===== src/rtl/core/assert_macros.svh =====
// Concurrent assertion helpers; the synthesis build sees empty bodies.
`ifndef ASSERT_MACROS_SVH
`define ASSERT_MACROS_SVH

`ifndef SYNTH

// ante true -> cons true in the same cycle
`define ASSERT_IMPLIES(lbl, clk, rstn, ante, cons) \
  lbl: assert property (@(posedge clk) disable iff (!(rstn)) (ante) |-> (cons)) \
    else $error("same-cycle implication failed");

// ante true -> cons true in the next cycle
`define ASSERT_NEXT(lbl, clk, rstn, ante, cons) \
  lbl: assert property (@(posedge clk) disable iff (!(rstn)) (ante) |=> (cons)) \
    else $error("next-cycle implication failed");

// cond must never hold
`define ASSERT_NEVER(lbl, clk, rstn, cond) \
  lbl: assert property (@(posedge clk) disable iff (!(rstn)) !(cond)) \
    else $error("forbidden condition seen");

`else

`define ASSERT_IMPLIES(lbl, clk, rstn, ante, cons)
`define ASSERT_NEXT(lbl, clk, rstn, ante, cons)
`define ASSERT_NEVER(lbl, clk, rstn, cond)

`endif

`endif


===== src/rtl/core/prmom_pkg.sv =====
package prmom_pkg;

  // Q2.22 atmospheres
  localparam int unsigned PRES_W  = 24;
  localparam int unsigned SPM_DEF = 10;
  localparam int unsigned MK_DEF  = 10;

  localparam logic [PRES_W-1:0] ONE_ATM = {2'b01, {(PRES_W-2){1'b0}}};

  // controller -> datapath commands
  typedef struct packed {
    logic wr_sample;        // write request sample into sample ring
    logic ref_from_sample;  // reference follows the sample
    logic srt_clr;          // flush the sorter
    logic rd_en;            // read ring entry at rd_idx
    logic med_sel;          // 0: sample ring, 1: median ring
    logic wr_median;        // push sorter median into median ring
    logic ref_from_median;  // reference takes the sorter median
    logic load_out;         // load result register
    logic taken;            // window median taken for this request
    logic settled;          // median ring full
  } prmom_cmd_t;

endpackage


===== src/rtl/core/prmom_if.sv =====
interface prmom_in_if import prmom_pkg::*; ();
  logic              valid;
  logic              ready;
  logic [PRES_W-1:0] pressure_sample;

  modport source (output valid, output pressure_sample, input ready);
  modport sink   (input valid, input pressure_sample, output ready);
endinterface

interface prmom_out_if import prmom_pkg::*; ();
  logic              valid;
  logic              ready;
  logic [PRES_W-1:0] pressure_reference;
  logic              median_taken;
  logic              reference_settled;

  modport source (output valid, output pressure_reference, output median_taken,
                  output reference_settled, input ready);
  modport sink   (input valid, input pressure_reference, input median_taken,
                  input reference_settled, output ready);
endinterface


===== src/rtl/core/prmom_sorter.sv =====
// Insertion sorter: one value per cycle, each cell compares against the
// incoming value in parallel. Flushed to all ones so unused tail cells sit
// at or above any real value.
module prmom_sorter import prmom_pkg::*; #(
  parameter int unsigned N_A = SPM_DEF,
  parameter int unsigned N_B = MK_DEF
) (
  input  logic              clk,
  input  logic              clr,
  input  logic              ins,
  input  logic [PRES_W-1:0] ins_val,
  input  logic              sel_b,
  output logic [PRES_W-1:0] median
);

  localparam int unsigned DEPTH = (N_A > N_B) ? N_A : N_B;
  localparam int unsigned LO_A  = (N_A - 1) / 2;
  localparam int unsigned HI_A  = N_A / 2;
  localparam int unsigned LO_B  = (N_B - 1) / 2;
  localparam int unsigned HI_B  = N_B / 2;

  logic [PRES_W-1:0] srt_r   [DEPTH];
  logic [PRES_W-1:0] srt_nxt [DEPTH];

  for (genvar g = 0; g < DEPTH; g++) begin : g_cell
    logic              keep;
    logic              lower_ok;
    logic [PRES_W-1:0] prev;

    assign keep = srt_r[g] <= ins_val;
    if (g == 0) begin : g_first
      assign lower_ok = 1'b1;
      assign prev     = ins_val;
    end else begin : g_rest
      assign lower_ok = srt_r[g-1] <= ins_val;
      assign prev     = srt_r[g-1];
    end

    always_comb begin
      if (clr) begin
        srt_nxt[g] = '1;
      end else if (keep) begin
        srt_nxt[g] = srt_r[g];
      end else begin
        srt_nxt[g] = lower_ok ? ins_val : prev;
      end
    end
  end

  always_ff @(posedge clk) begin
    if (clr || ins) begin
      srt_r <= srt_nxt;
    end
  end

  // odd count: lo == hi, so the mean is the middle entry itself
  logic [PRES_W-1:0] lo_val;
  logic [PRES_W-1:0] hi_val;
  logic [PRES_W:0]   mid_sum;

  assign lo_val  = sel_b ? srt_r[LO_B] : srt_r[LO_A];
  assign hi_val  = sel_b ? srt_r[HI_B] : srt_r[HI_A];
  assign mid_sum = {1'b0, lo_val} + {1'b0, hi_val};
  assign median  = mid_sum[PRES_W:1];

endmodule


===== src/rtl/core/prmom_ctrl.sv =====
module prmom_ctrl import prmom_pkg::*; #(
  parameter int unsigned SPM = SPM_DEF,
  parameter int unsigned MK  = MK_DEF
) (
  input  logic                        clk,
  input  logic                        rst_n,
  input  logic                        in_valid,
  output logic                        in_ready,
  input  logic                        out_ready,
  output logic                        out_valid,
  output prmom_cmd_t                  cmd,
  output logic [$clog2(SPM)-1:0]      smp_slot,
  output logic [$clog2(MK)-1:0]       med_slot,
  output logic [$clog2(((SPM > MK) ? SPM : MK) + 1)-1:0] rd_idx
);

  localparam int unsigned SIW  = $clog2(SPM);
  localparam int unsigned MIW  = $clog2(MK);
  localparam int unsigned HW   = $clog2(MK + 1);
  localparam int unsigned NMAX = (SPM > MK) ? SPM : MK;
  localparam int unsigned IW   = $clog2(NMAX + 1);

  typedef enum logic [3:0] {
    ST_IDLE = 4'b0001,
    ST_SORT = 4'b0010,
    ST_MED  = 4'b0100,
    ST_DONE = 4'b1000
  } state_t;

  state_t           state_r,    state_nxt;
  logic [SIW-1:0]   smp_slot_r, smp_slot_nxt;
  logic [SIW-1:0]   since_r,    since_nxt;
  logic [MIW-1:0]   med_slot_r, med_slot_nxt;
  logic [HW-1:0]    held_r,     held_nxt;
  logic [IW-1:0]    idx_r,      idx_nxt;
  logic             phase_r,    phase_nxt;
  logic             taken_r,    taken_nxt;
  logic             out_vld_r,  out_vld_nxt;
  logic [IW-1:0]    sort_len;

  assign sort_len = phase_r ? IW'(MK) : IW'(SPM);

  always_comb begin
    state_nxt    = state_r;
    smp_slot_nxt = smp_slot_r;
    since_nxt    = since_r;
    med_slot_nxt = med_slot_r;
    held_nxt     = held_r;
    idx_nxt      = idx_r;
    phase_nxt    = phase_r;
    taken_nxt    = taken_r;
    cmd          = '0;
    cmd.med_sel  = phase_r;
    cmd.taken    = taken_r;
    cmd.settled  = held_r == HW'(MK);

    unique case (state_r)
      ST_IDLE: begin
        if (in_valid) begin
          cmd.wr_sample       = 1'b1;
          cmd.ref_from_sample = held_r == '0;
          smp_slot_nxt = (smp_slot_r == SIW'(SPM - 1)) ? '0 : smp_slot_r + 1'b1;
          if (since_r == SIW'(SPM - 1)) begin
            since_nxt   = '0;
            taken_nxt   = 1'b1;
            if (held_r != HW'(MK)) begin
              held_nxt = held_r + 1'b1;
            end
            phase_nxt   = 1'b0;
            idx_nxt     = '0;
            cmd.srt_clr = 1'b1;
            state_nxt   = ST_SORT;
          end else begin
            since_nxt = since_r + 1'b1;
            taken_nxt = 1'b0;
            state_nxt = ST_DONE;
          end
        end
      end
      ST_SORT: begin
        // last read lands in the sorter on the edge into ST_MED
        if (idx_r == sort_len) begin
          state_nxt = ST_MED;
        end else begin
          cmd.rd_en = 1'b1;
          idx_nxt   = idx_r + 1'b1;
        end
      end
      ST_MED: begin
        if (!phase_r) begin
          cmd.wr_median = 1'b1;
          med_slot_nxt  = (med_slot_r == MIW'(MK - 1)) ? '0 : med_slot_r + 1'b1;
          if (held_r == HW'(MK)) begin
            phase_nxt   = 1'b1;
            idx_nxt     = '0;
            cmd.srt_clr = 1'b1;
            state_nxt   = ST_SORT;
          end else begin
            cmd.ref_from_median = 1'b1;
            state_nxt           = ST_DONE;
          end
        end else begin
          cmd.ref_from_median = 1'b1;
          state_nxt           = ST_DONE;
        end
      end
      ST_DONE: begin
        if (!out_vld_r || out_ready) begin
          cmd.load_out = 1'b1;
          state_nxt    = ST_IDLE;
        end
      end
      default: state_nxt = ST_IDLE;
    endcase
  end

  always_comb begin
    if (cmd.load_out) begin
      out_vld_nxt = 1'b1;
    end else if (out_ready) begin
      out_vld_nxt = 1'b0;
    end else begin
      out_vld_nxt = out_vld_r;
    end
  end

  always_ff @(posedge clk) begin
    if (!rst_n) begin
      state_r    <= ST_IDLE;
      smp_slot_r <= '0;
      since_r    <= '0;
      med_slot_r <= '0;
      held_r     <= '0;
      idx_r      <= '0;
      phase_r    <= 1'b0;
      taken_r    <= 1'b0;
      out_vld_r  <= 1'b0;
    end else begin
      state_r    <= state_nxt;
      smp_slot_r <= smp_slot_nxt;
      since_r    <= since_nxt;
      med_slot_r <= med_slot_nxt;
      held_r     <= held_nxt;
      idx_r      <= idx_nxt;
      phase_r    <= phase_nxt;
      taken_r    <= taken_nxt;
      out_vld_r  <= out_vld_nxt;
    end
  end

  assign in_ready  = state_r == ST_IDLE;
  assign out_valid = out_vld_r;
  assign smp_slot  = smp_slot_r;
  assign med_slot  = med_slot_r;
  assign rd_idx    = idx_r;

endmodule


===== src/rtl/core/prmom_dpath.sv =====
module prmom_dpath import prmom_pkg::*; #(
  parameter int unsigned SPM = SPM_DEF,
  parameter int unsigned MK  = MK_DEF
) (
  input  logic                        clk,
  input  logic                        rst_n,
  input  prmom_cmd_t                  cmd,
  input  logic [$clog2(SPM)-1:0]      smp_slot,
  input  logic [$clog2(MK)-1:0]       med_slot,
  input  logic [$clog2(((SPM > MK) ? SPM : MK) + 1)-1:0] rd_idx,
  input  logic [PRES_W-1:0]           in_sample,
  output logic [PRES_W-1:0]           out_ref,
  output logic                        out_taken,
  output logic                        out_settled
);

  localparam int unsigned SIW = $clog2(SPM);
  localparam int unsigned MIW = $clog2(MK);

  logic [PRES_W-1:0] smp_mem [SPM];
  logic [PRES_W-1:0] med_mem [MK];
  logic [PRES_W-1:0] smp_rd_r;
  logic [PRES_W-1:0] med_rd_r;
  logic              rd_vld_r;
  logic [PRES_W-1:0] ref_r;
  logic [PRES_W-1:0] out_ref_r;
  logic              out_taken_r;
  logic              out_settled_r;
  logic [PRES_W-1:0] median;
  logic [PRES_W-1:0] ins_val;

  // sample ring
  always_ff @(posedge clk) begin
    if (cmd.wr_sample) begin
      smp_mem[smp_slot] <= in_sample;
    end
    if (cmd.rd_en && !cmd.med_sel) begin
      smp_rd_r <= smp_mem[rd_idx[SIW-1:0]];
    end
  end

  // median ring
  always_ff @(posedge clk) begin
    if (cmd.wr_median) begin
      med_mem[med_slot] <= median;
    end
    if (cmd.rd_en && cmd.med_sel) begin
      med_rd_r <= med_mem[rd_idx[MIW-1:0]];
    end
  end

  assign ins_val = cmd.med_sel ? med_rd_r : smp_rd_r;

  prmom_sorter #(
    .N_A (SPM),
    .N_B (MK)
  ) u_sorter (
    .clk     (clk),
    .clr     (cmd.srt_clr),
    .ins     (rd_vld_r),
    .ins_val (ins_val),
    .sel_b   (cmd.med_sel),
    .median  (median)
  );

  always_ff @(posedge clk) begin
    if (!rst_n) begin
      rd_vld_r <= 1'b0;
      ref_r    <= ONE_ATM;
    end else begin
      rd_vld_r <= cmd.rd_en;
      priority if (cmd.ref_from_sample) begin
        ref_r <= in_sample;
      end else if (cmd.ref_from_median) begin
        ref_r <= median;
      end
    end
  end

  always_ff @(posedge clk) begin
    if (cmd.load_out) begin
      out_ref_r     <= ref_r;
      out_taken_r   <= cmd.taken;
      out_settled_r <= cmd.settled;
    end
  end

  assign out_ref     = out_ref_r;
  assign out_taken   = out_taken_r;
  assign out_settled = out_settled_r;

endmodule


===== src/rtl/core/pressure_reference_median_of_medians.sv =====
// Ground pressure reference by running median of medians. Each request is one
// unsigned Q2.22 atm pressure sample; each one yields exactly one result. The
// last SAMPLES_PER_MEDIAN samples sit in a ring; every SAMPLES_PER_MEDIAN-th
// sample closes a window whose median (mean of the middle two for an even
// count, truncated) is pushed into a ring of the last MEDIANS_KEPT medians.
// The reference tracks the raw sample until the first median exists, then the
// newest median, and once MEDIANS_KEPT medians are held the median of that
// ring (reference_settled goes high). Reset reference is 1.0 atm. One request
// is in work at a time: a sample that closes no window goes straight to the
// result stage, one that closes a window first sorts the sample ring and pushes
// the window median, and one that also re-sorts the full median ring runs a
// second sort pass over it. Both passes share the single insertion sorter, fed
// one ring entry per cycle through each ring memory's registered read port. A
// held result register lets the next request in while a result waits; a
// request finishing while the previous result is still unread waits for it.
`include "assert_macros.svh"

module pressure_reference_median_of_medians import prmom_pkg::*; #(
  parameter int unsigned SAMPLES_PER_MEDIAN = SPM_DEF,
  parameter int unsigned MEDIANS_KEPT       = MK_DEF
) (
  input  logic         clk,
  input  logic         rst_n,
  prmom_in_if.sink     in_chan,
  prmom_out_if.source  out_chan
);

  localparam int unsigned SIW  = $clog2(SAMPLES_PER_MEDIAN);
  localparam int unsigned MIW  = $clog2(MEDIANS_KEPT);
  localparam int unsigned NMAX = (SAMPLES_PER_MEDIAN > MEDIANS_KEPT) ?
                                 SAMPLES_PER_MEDIAN : MEDIANS_KEPT;
  localparam int unsigned IW   = $clog2(NMAX + 1);

  prmom_cmd_t     cmd;
  logic [SIW-1:0] smp_slot;
  logic [MIW-1:0] med_slot;
  logic [IW-1:0]  rd_idx;

  // sequencing: counters, ring slots, sort passes, result handshake
  prmom_ctrl #(
    .SPM (SAMPLES_PER_MEDIAN),
    .MK  (MEDIANS_KEPT)
  ) u_ctrl (
    .clk       (clk),
    .rst_n     (rst_n),
    .in_valid  (in_chan.valid),
    .in_ready  (in_chan.ready),
    .out_ready (out_chan.ready),
    .out_valid (out_chan.valid),
    .cmd       (cmd),
    .smp_slot  (smp_slot),
    .med_slot  (med_slot),
    .rd_idx    (rd_idx)
  );

  // rings, sorter, reference and result payload
  prmom_dpath #(
    .SPM (SAMPLES_PER_MEDIAN),
    .MK  (MEDIANS_KEPT)
  ) u_dpath (
    .clk         (clk),
    .rst_n       (rst_n),
    .cmd         (cmd),
    .smp_slot    (smp_slot),
    .med_slot    (med_slot),
    .rd_idx      (rd_idx),
    .in_sample   (in_chan.pressure_sample),
    .out_ref     (out_chan.pressure_reference),
    .out_taken   (out_chan.median_taken),
    .out_settled (out_chan.reference_settled)
  );

  // a loaded result is presented the next cycle
  `ASSERT_NEXT(a_load_presents, clk, rst_n, cmd.load_out, out_chan.valid)
  // one request in work: no new request right after one is taken
  `ASSERT_NEXT(a_one_in_work, clk, rst_n, in_chan.valid && in_chan.ready, !in_chan.ready)
  // sorter feed only while the input side is closed
  `ASSERT_IMPLIES(a_sort_closed, clk, rst_n, cmd.rd_en, !in_chan.ready)
  // reference has a single source per cycle
  `ASSERT_NEVER(a_ref_one_src, clk, rst_n, cmd.ref_from_sample && cmd.ref_from_median)

endmodule


===== src/flat_wrapper.sv =====
// flat-port wrapper written by rule: the top's interface ports become plain ports
module pressure_reference_median_of_medians_flat import prmom_pkg::*;
#(
  parameter int unsigned SAMPLES_PER_MEDIAN = SPM_DEF,
  parameter int unsigned MEDIANS_KEPT       = MK_DEF
)
  (clk, rst_n, in_chan_valid, in_chan_pressure_sample, in_chan_ready, out_chan_valid, out_chan_pressure_reference, out_chan_median_taken, out_chan_reference_settled, out_chan_ready);
  prmom_in_if in_chan_i ();
  prmom_out_if out_chan_i ();
  input  logic clk;
  input  logic rst_n;
  input wire logic [$bits(in_chan_i.valid)-1:0] in_chan_valid;
  input wire logic [$bits(in_chan_i.pressure_sample)-1:0] in_chan_pressure_sample;
  output wire logic [$bits(in_chan_i.ready)-1:0] in_chan_ready;
  output wire logic [$bits(out_chan_i.valid)-1:0] out_chan_valid;
  output wire logic [$bits(out_chan_i.pressure_reference)-1:0] out_chan_pressure_reference;
  output wire logic [$bits(out_chan_i.median_taken)-1:0] out_chan_median_taken;
  output wire logic [$bits(out_chan_i.reference_settled)-1:0] out_chan_reference_settled;
  input wire logic [$bits(out_chan_i.ready)-1:0] out_chan_ready;
  assign in_chan_i.valid = in_chan_valid;
  assign in_chan_i.pressure_sample = in_chan_pressure_sample;
  assign in_chan_ready = in_chan_i.ready;
  assign out_chan_valid = out_chan_i.valid;
  assign out_chan_pressure_reference = out_chan_i.pressure_reference;
  assign out_chan_median_taken = out_chan_i.median_taken;
  assign out_chan_reference_settled = out_chan_i.reference_settled;
  assign out_chan_i.ready = out_chan_ready;
  pressure_reference_median_of_medians #(.SAMPLES_PER_MEDIAN(SAMPLES_PER_MEDIAN), .MEDIANS_KEPT(MEDIANS_KEPT)) u_core (.clk(clk), .rst_n(rst_n), .in_chan(in_chan_i), .out_chan(out_chan_i));
endmodule

===== config.mk =====
export PLATFORM = sky130hd
export DESIGN_NAME = pressure_reference_median_of_medians_flat
export DESIGN_NICKNAME = d
export VERILOG_FILES = /design/src/rtl/core/prmom_pkg.sv /design/src/rtl/core/prmom_if.sv /design/src/rtl/core/prmom_sorter.sv /design/src/rtl/core/prmom_ctrl.sv /design/src/rtl/core/prmom_dpath.sv /design/src/rtl/core/pressure_reference_median_of_medians.sv /design/src/flat_wrapper.sv
export VERILOG_INCLUDE_DIRS = /design/src /design/src/rtl/core
export SDC_FILE = /design/constraint.sdc
export NUM_CORES = 1
export LEC_CHECK = 0
export BUFFER_PORTS_ARGS = -buffer_cell sky130_fd_sc_hd__buf_2
export CAP_MARGIN = 10
export CORE_MARGIN = 2
export CORE_UTILIZATION = 68
export CTS_CLUSTER_DIAMETER = 40
export DETAILED_ROUTE_END_ITERATION = 8
export GPL_ROUTABILITY_DRIVEN = 0
export HOLD_SLACK_MARGIN = 0.06
export MAX_ROUTING_LAYER = met4
export PLACE_DENSITY = 0.85
export RECOVER_POWER = 50
export SLEW_MARGIN = 10
export SYNTH_ARGS = -nofsm -noshare
export SYNTH_HDL_FRONTEND = slang
export SYNTH_HIERARCHICAL = 1
export SYNTH_SLANG_ARGS = --single-unit

===== constraint.sdc =====
create_clock -name clk -period 7.45 [get_ports clk]
set_input_delay 0.3725 -clock clk [delete_from_list [all_inputs] [get_ports clk]]
set_output_delay 0.3725 -clock clk [all_outputs]
set_load 0.05 [all_outputs]

# Yosys cells after proc, flatten, opt, wreduce, memory -nomap -nowiden
# Memories as Yosys holds them, arrays and structs flattened. A register that Yosys moved wholly into a read port is not among the register bits.
# Index checks and enable logic that the tools add are counted.
[totals] regBits=222 ramBits=480 input_bits=28 output_inout_bits=28 n_memories=2
[mem_list] name="u_core.u_dpath.med_mem" words=10 width=24 rd=1 rd_clocked_by_memory_dff=1 wr=1 line_no="prmom_dpath.sv:21" source="logic [PRES_W-1:0] med_mem [MK];"
[mem_list] name="u_core.u_dpath.smp_mem" words=10 width=24 rd=1 rd_clocked_by_memory_dff=1 wr=1 line_no="prmom_dpath.sv:20" source="logic [PRES_W-1:0] smp_mem [SPM];"
[classes] addsub=6 n_lt_le_gt_ge=6 eq_ne=23 n_mux=54 bitwise=1 reduce_logical=23
[op_table] op="24-bit 2-to-1 mux" n=14
[op_table] op="24-bit <= comparator" n=6
[op_table] op="4-bit 2-to-1 mux" n=14
[op_table] op="24-bit by 24-bit adder with 25-bit output" n=1
[op_table] op="4-bit equality test, second input constant" n=6
[op_table] op="4-bit by 1-bit adder with 4-bit output, second input constant" n=5
[op_table] op="1-bit 2-to-1 mux" n=19
[op_table] op="4-bit one-hot mux with 4 select lines" n=1
[op_table] op="2-bit AND reduction" n=8
[op_table] op="2-bit by 1-bit != test with 1-bit output, second input constant" n=7
[op_table] op="2-bit != test, second input constant" n=6
[op_table] op="4-bit one-hot mux with 3 select lines" n=1
[op_table] op="3-bit AND reduction" n=2
[op_table] op="6-bit AND reduction" n=1
[op_table] op="2-bit nonzero test" n=3
[op_table] op="4-bit by 1-bit equality test with 1-bit output, second input constant" n=1
[op_table] op="4-bit by 2-bit equality test with 1-bit output, second input constant" n=1
[op_table] op="4-bit by 3-bit equality test with 1-bit output, second input constant" n=1
[op_table] op="4-bit zero test" n=1
[op_table] op="2-bit 2-to-1 mux" n=2
[op_table] op="4-bit != test, second input constant" n=1
[op_table] op="1-bit one-hot mux with 2 select lines" n=2
[op_table] op="4-bit AND reduction" n=1
[op_table] op="3-bit 2-to-1 mux" n=1
[op_table] op="other kinds (5)" n=8

# Depth between registers and ports, before layout
[depth] ltp_word=6 depth_mapped=15 ltp_nobuf=13

# By module
# The synthesis kept the hierarchy.
[modules_own_cells] module="prmom_dpath" instances=1 cells_per_inst=1240 area_each_um2=22540.4 seq_area_each_um2=17136.4
[modules_own_cells] module="prmom_sorter" instances=1 cells_per_inst=1016 area_each_um2=10695.3 seq_area_each_um2=4324.1
[modules_own_cells] module="prmom_ctrl" instances=1 cells_per_inst=161 area_each_um2=1455.1 seq_area_each_um2=540.5

# Least setup slack after synthesis
# OpenSTA, ideal clock, no wires.
[synth_path] kind="reg-to-reg" from="register u_core.u_ctrl.phase_r" to="register u_core.u_dpath.u_sorter.srt_r, in the netlist u_core/u_dpath/u_sorter/g_cell[1].prev[0] (enable)" setup_time_ps=410 arrival_ps=4178 required_time_ps=7040 setup_slack_ps=2862 stages_incl_launch_ff=15 path_cell_list="dfxtp_1 -> buf_4 -> clkbuf_1 -> buf_2 -> mux2_2 -> inv_1 -> ha_1 -> and4_1 -> nand3_1 -> nor3_1 -> o311ai_0 -> a41o_1 -> buf_2 -> buf_2 -> o21bai_1"
[synth_via] elab_chain_cells=4
[synth_lines] item="start, declared" line_no="prmom_ctrl.sv:36" source="logic phase_r, phase_nxt;"
[synth_lines] item="start signal, assigned" line_no="prmom_ctrl.sv:145" source="phase_r <= phase_nxt;"
[synth_lines] item="24-bit 2-to-1 mux" line_no="prmom_dpath.sv:52" source="assign ins_val = cmd.med_sel ? med_rd_r : smp_rd_r;"
[synth_lines] item="net u_core.u_dpath.ins_val[21]" line_no="prmom_dpath.sv:30" source="logic [PRES_W-1:0] ins_val;"
[synth_lines] item="24-bit <= comparator" line_no="prmom_sorter.sv:30" source="assign keep = srt_r[g] <= ins_val;"
[synth_lines] item="2-bit by 1-bit != test with 1-bit output (no line)"
[synth_lines] item="2-bit AND reduction (no line)"
[synth_lines] item="end signal, assigned" line_no="prmom_sorter.sv:52" source="srt_r <= srt_nxt;"
[synth_lines] item="end, declared" line_no="prmom_sorter.sv:22" source="logic [PRES_W-1:0] srt_r [DEPTH];"
# The timed path passes the listed nets, and every way through them passes these cells.
# A chain may end at the register's enable or synchronous reset.

==> impl_metrics.csv <==
group,metric,value,unit
status,status,"finished, violations left",
status,violations,"capacitance limit, slew limit",
placement,dpl.hpwl,56600,um
synth,netlist_instances,2417,
floorplanning,dieArea,52800,um2
run,cap_violations,17,
clock_tree,ctsResizeCount,0,
clock_tree,clkSinkCount,750,
clock_tree,cts_root_buf,"clkbuf_16",
critical_path,cp-start-kind,"register",
synth,syn_avg_cell_area,14.4,um2
floorplanning,pin_count,56,
critical_path,cp.required,7.67,ns
clock_tree,cts_tree,"done",
timing,worst_slew_pin_slew,3.41,ns
clock_tree,cts_htree_levels,3,
synth,syn-cell-area,34700,um2
global_route,track_usage,36.4,%
layout,final_nets,2729,
detailed_routing,viasPerCell,6.93,
detailed_routing,drc,0,
global_route,antenna_found_initial,3,
critical_path,crit_fanout,47,
layout,area_delta_synth_final,11.9,%
clock_tree,clk_pin_slew,0.06,ns
clock_tree,insertion_delay,0.67,ns
timing,fin_skew,0.0350,ns
synth,yosysSeqAreaShare,63.4,%
detailed_routing,drt_wl_total,93700,um
layout,layout_commonest_cell,"edfxtp_1",
placement,io_buffers,55,
power_and_ir_drop,fin_total_pwr,9.49,mW
floorplanning,core,50300,um2
floorplanning,start_util,69.0,%
synth,synth_nets,2618,
clock_tree,cts_made_buffers,93,
clock_tree,ctsLongestPathBuffers,3,
floorplanning,rows,82,
critical_path,endpoint_kind,"register",
global_route,overflow,0,
timing,timing.final.crit_share,75.4,%
global_route,grt_pass1_vias,22674,
detailed_routing,met2_length,43700,um
worst_hold_path,hp-class,"primary input to register",
detailed_routing,drt-pass1-iter-count,6,
power_and_ir_drop,ir_drop,283,uV
global_route,grt_max_degree,146,
timing,max_freq,0.178,GHz
synth,ys_seq_elements,750,
timing,hold_violations,0,
floorplanning,die_y,230,um
timing,tns,0,ns
synth,synth.distinct_cells,83,
power_and_ir_drop,p_per_area,244,nW/um2
synth,synth_warnings,6,
detailed_routing,vias,22760,
timing,relSlewSlack,-128,%
timing,min_period,5.62,ns
layout,finalNonFillerCells,3283,
critical_path,critPathArrivalTime,5.84,ns
floorplanning,dieWidth,230,um
placement,dp_cells,3081,
detailed_routing,dr_wl_met3,10400,um
detailed_routing,wl_met1,34300,um
detailed_routing,wl_per_cell,28.5,um
timing,setup_viol,0,
timing,slew_viol_final,532,
detailed_routing,drtIter0Drc,3118,
synth,synth_edf_count,698,
synth,yosys_most_used_dff,"edfxtp_1",
detailed_routing,ant_nets,0,
critical_path,critical_path_class,"register to register",
layout,final_layout_size_suffix_gt1_share,15.7,%
power_and_ir_drop,power.leakage,13.6,nW
layout,mostFrequentLayoutCells,"edfxtp_1, mux2i_1, ha_1, mux2_2, nor2_1",
detailed_routing,route.top_layer_used,"met4",
synth,synth-async-reset-ratio,0,%
timing,rsz0062_at_grt,"no",
global_route,grt_pass1_wl,139000,um
==> stage by stage <==
step | util [%] | area [um2] | setup WS, ns | hold WS [ns]
2_1_floorplan | - | 34700 | 2.86 | 0.404
3_3_place_gp | 70.9 | 35700 | 3.23 | 0.413
3_5_place_dp | 70.9 | 35700 | 3.04 | 0.423
4_1_cts | 77.7 | 39100 | 3.04 | 0.0728
5_1_grt | 77.2 | 38800 | 1.65 | 0.182
6_report | 77.2 | 38800 | 1.83 | 0.168
==> sequential cells by signal, summed over array words and instances, names as in the netlist <==
signal,cells
u_core/u_ctrl/smp_slot,4
u_core/u_dpath/out_taken,1
u_core/u_dpath/med_mem,240
u_core/u_ctrl/held_r,4
u_core/u_dpath/out_ref,24
u_core/u_dpath/smp_mem,240
u_core/u_dpath/ref_r,24
u_core/u_dpath/u_sorter/g_cell.prev,144
u_core/u_ctrl/state_r,4
u_core/u_ctrl/since_r,4
u_core/u_dpath/med_rd_r,24
u_core/u_ctrl/phase_r,1
u_core/u_ctrl/rd_idx,4
u_core/u_ctrl/out_valid,1
u_core/u_ctrl/taken_r,1
u_core/u_ctrl/med_slot,4
u_core/u_dpath/smp_rd_r,24
u_core/u_dpath/rd_vld_r,1
u_core/u_dpath/out_settled,1
==> power breakdown <==
group	switching [mW]	total, mW	internal (mW)
Combinational	0.196	0.278	0.0814
Clock	1.87	4.53	2.66
Sequential	0.0363	4.67	4.64
==> area by class of cell <==
class                      instances  area [um2]
clock buffer                     107        2410
fill                            2778       11400
sequential                       750       22000
timing repair buffer             130         774
inverter                          65         244
tap                              672         841
multi-input combinational       1488       11800
antenna                            3        7.51
clock inverter                    68         753
==> path summary, 6_finish.rpt <==
path	endpoint	depth (start not counted)	slack [ns]	start
max	u_core/u_dpath/med_rd_r[21]$_DFFE_PP_	7	1.83	u_core/u_ctrl/rd_idx[0]$_SDFFE_PN0P_
min	u_core/u_ctrl/smp_slot[2]$_SDFFE_PN0P_	4	0.17	in_chan_valid
max reg2reg	u_core/u_dpath/med_rd_r[21]$_DFFE_PP_	7	1.83	u_core/u_ctrl/rd_idx[0]$_SDFFE_PN0P_
min reg2reg	u_core/u_dpath/out_ref[11]$_DFFE_PP_	0	0.45	u_core/u_dpath/ref_r[11]$_SDFFE_PN0P_
==> routing by layer <==
layer	global-route usage, %	up-vias
met3	7.44	350
met5	-	-
met2	55.2	1693
li1	-	9513
met1	46.7	11204
met4	19.6	0
==> kinds of logic after synthesis <==
kind of cell | count (synthesis) | synth area share, %
AO/OA/AOI/OAI | 404 | 8.03
XOR/XNOR | 31 | 0.783
adder cells (fa/ha/maj) | 173 | 6.26
buffers and inverters | 179 | 2.73
flip-flops | 750 | 63.4
multiplexers | 387 | 11.8
AND/OR/NAND/NOR | 493 | 7.00
==> worst max-delay path: stages (launching register included) <==
cell      delay, ns
dfxtp_1        1.95
inv_1          0.35
ha_1           0.37
nand3b_1       0.14
and2_0         0.28
clkbuf_1       0.53
and2_0         0.20
clkbuf_1       1.35
==> cell usage after synthesis, types with 5 or more instances <==
library cell    n  share of area, %
nand2b_1        9              0.16
ha_1          172               6.2
clkbuf_1       51              0.55
a21o_1         37              0.80
and2_1         28              0.50
nand3_1        12              0.17
buf_4          11              0.24
nor2b_1        23              0.41
nor3_1         39              0.56
a22o_1         48               1.2
xnor2_1        16              0.40
nand4_1        26              0.47
inv_1          65              0.70
and3_1         14              0.25
xor2_1         15              0.38
nor2_1        176               1.9
edfxtp_1      698                60
a21oi_1        98               1.4
buf_1           9             0.097
o31ai_2        13              0.47
mux2_2        169               5.5
o31ai_1        41              0.89
and4_1          5              0.13
mux2i_1       218               6.3
dfxtp_1        52               3.0
nand3b_1        8              0.17
o21ai_0        56              0.81
o211ai_1        7              0.15
o22ai_1        48              0.87
buf_6          14              0.45
nand2_1       119               1.3
o21bai_1        9              0.19
buf_2          22              0.32
==> repair_timing <==
item	CTS	global route
hold endpoints to repair	215	0
hold buffers	23	0
setup buffers	0	0
endpoints found under the setup margin	0	0
Power figures use the tool's default switching activity.
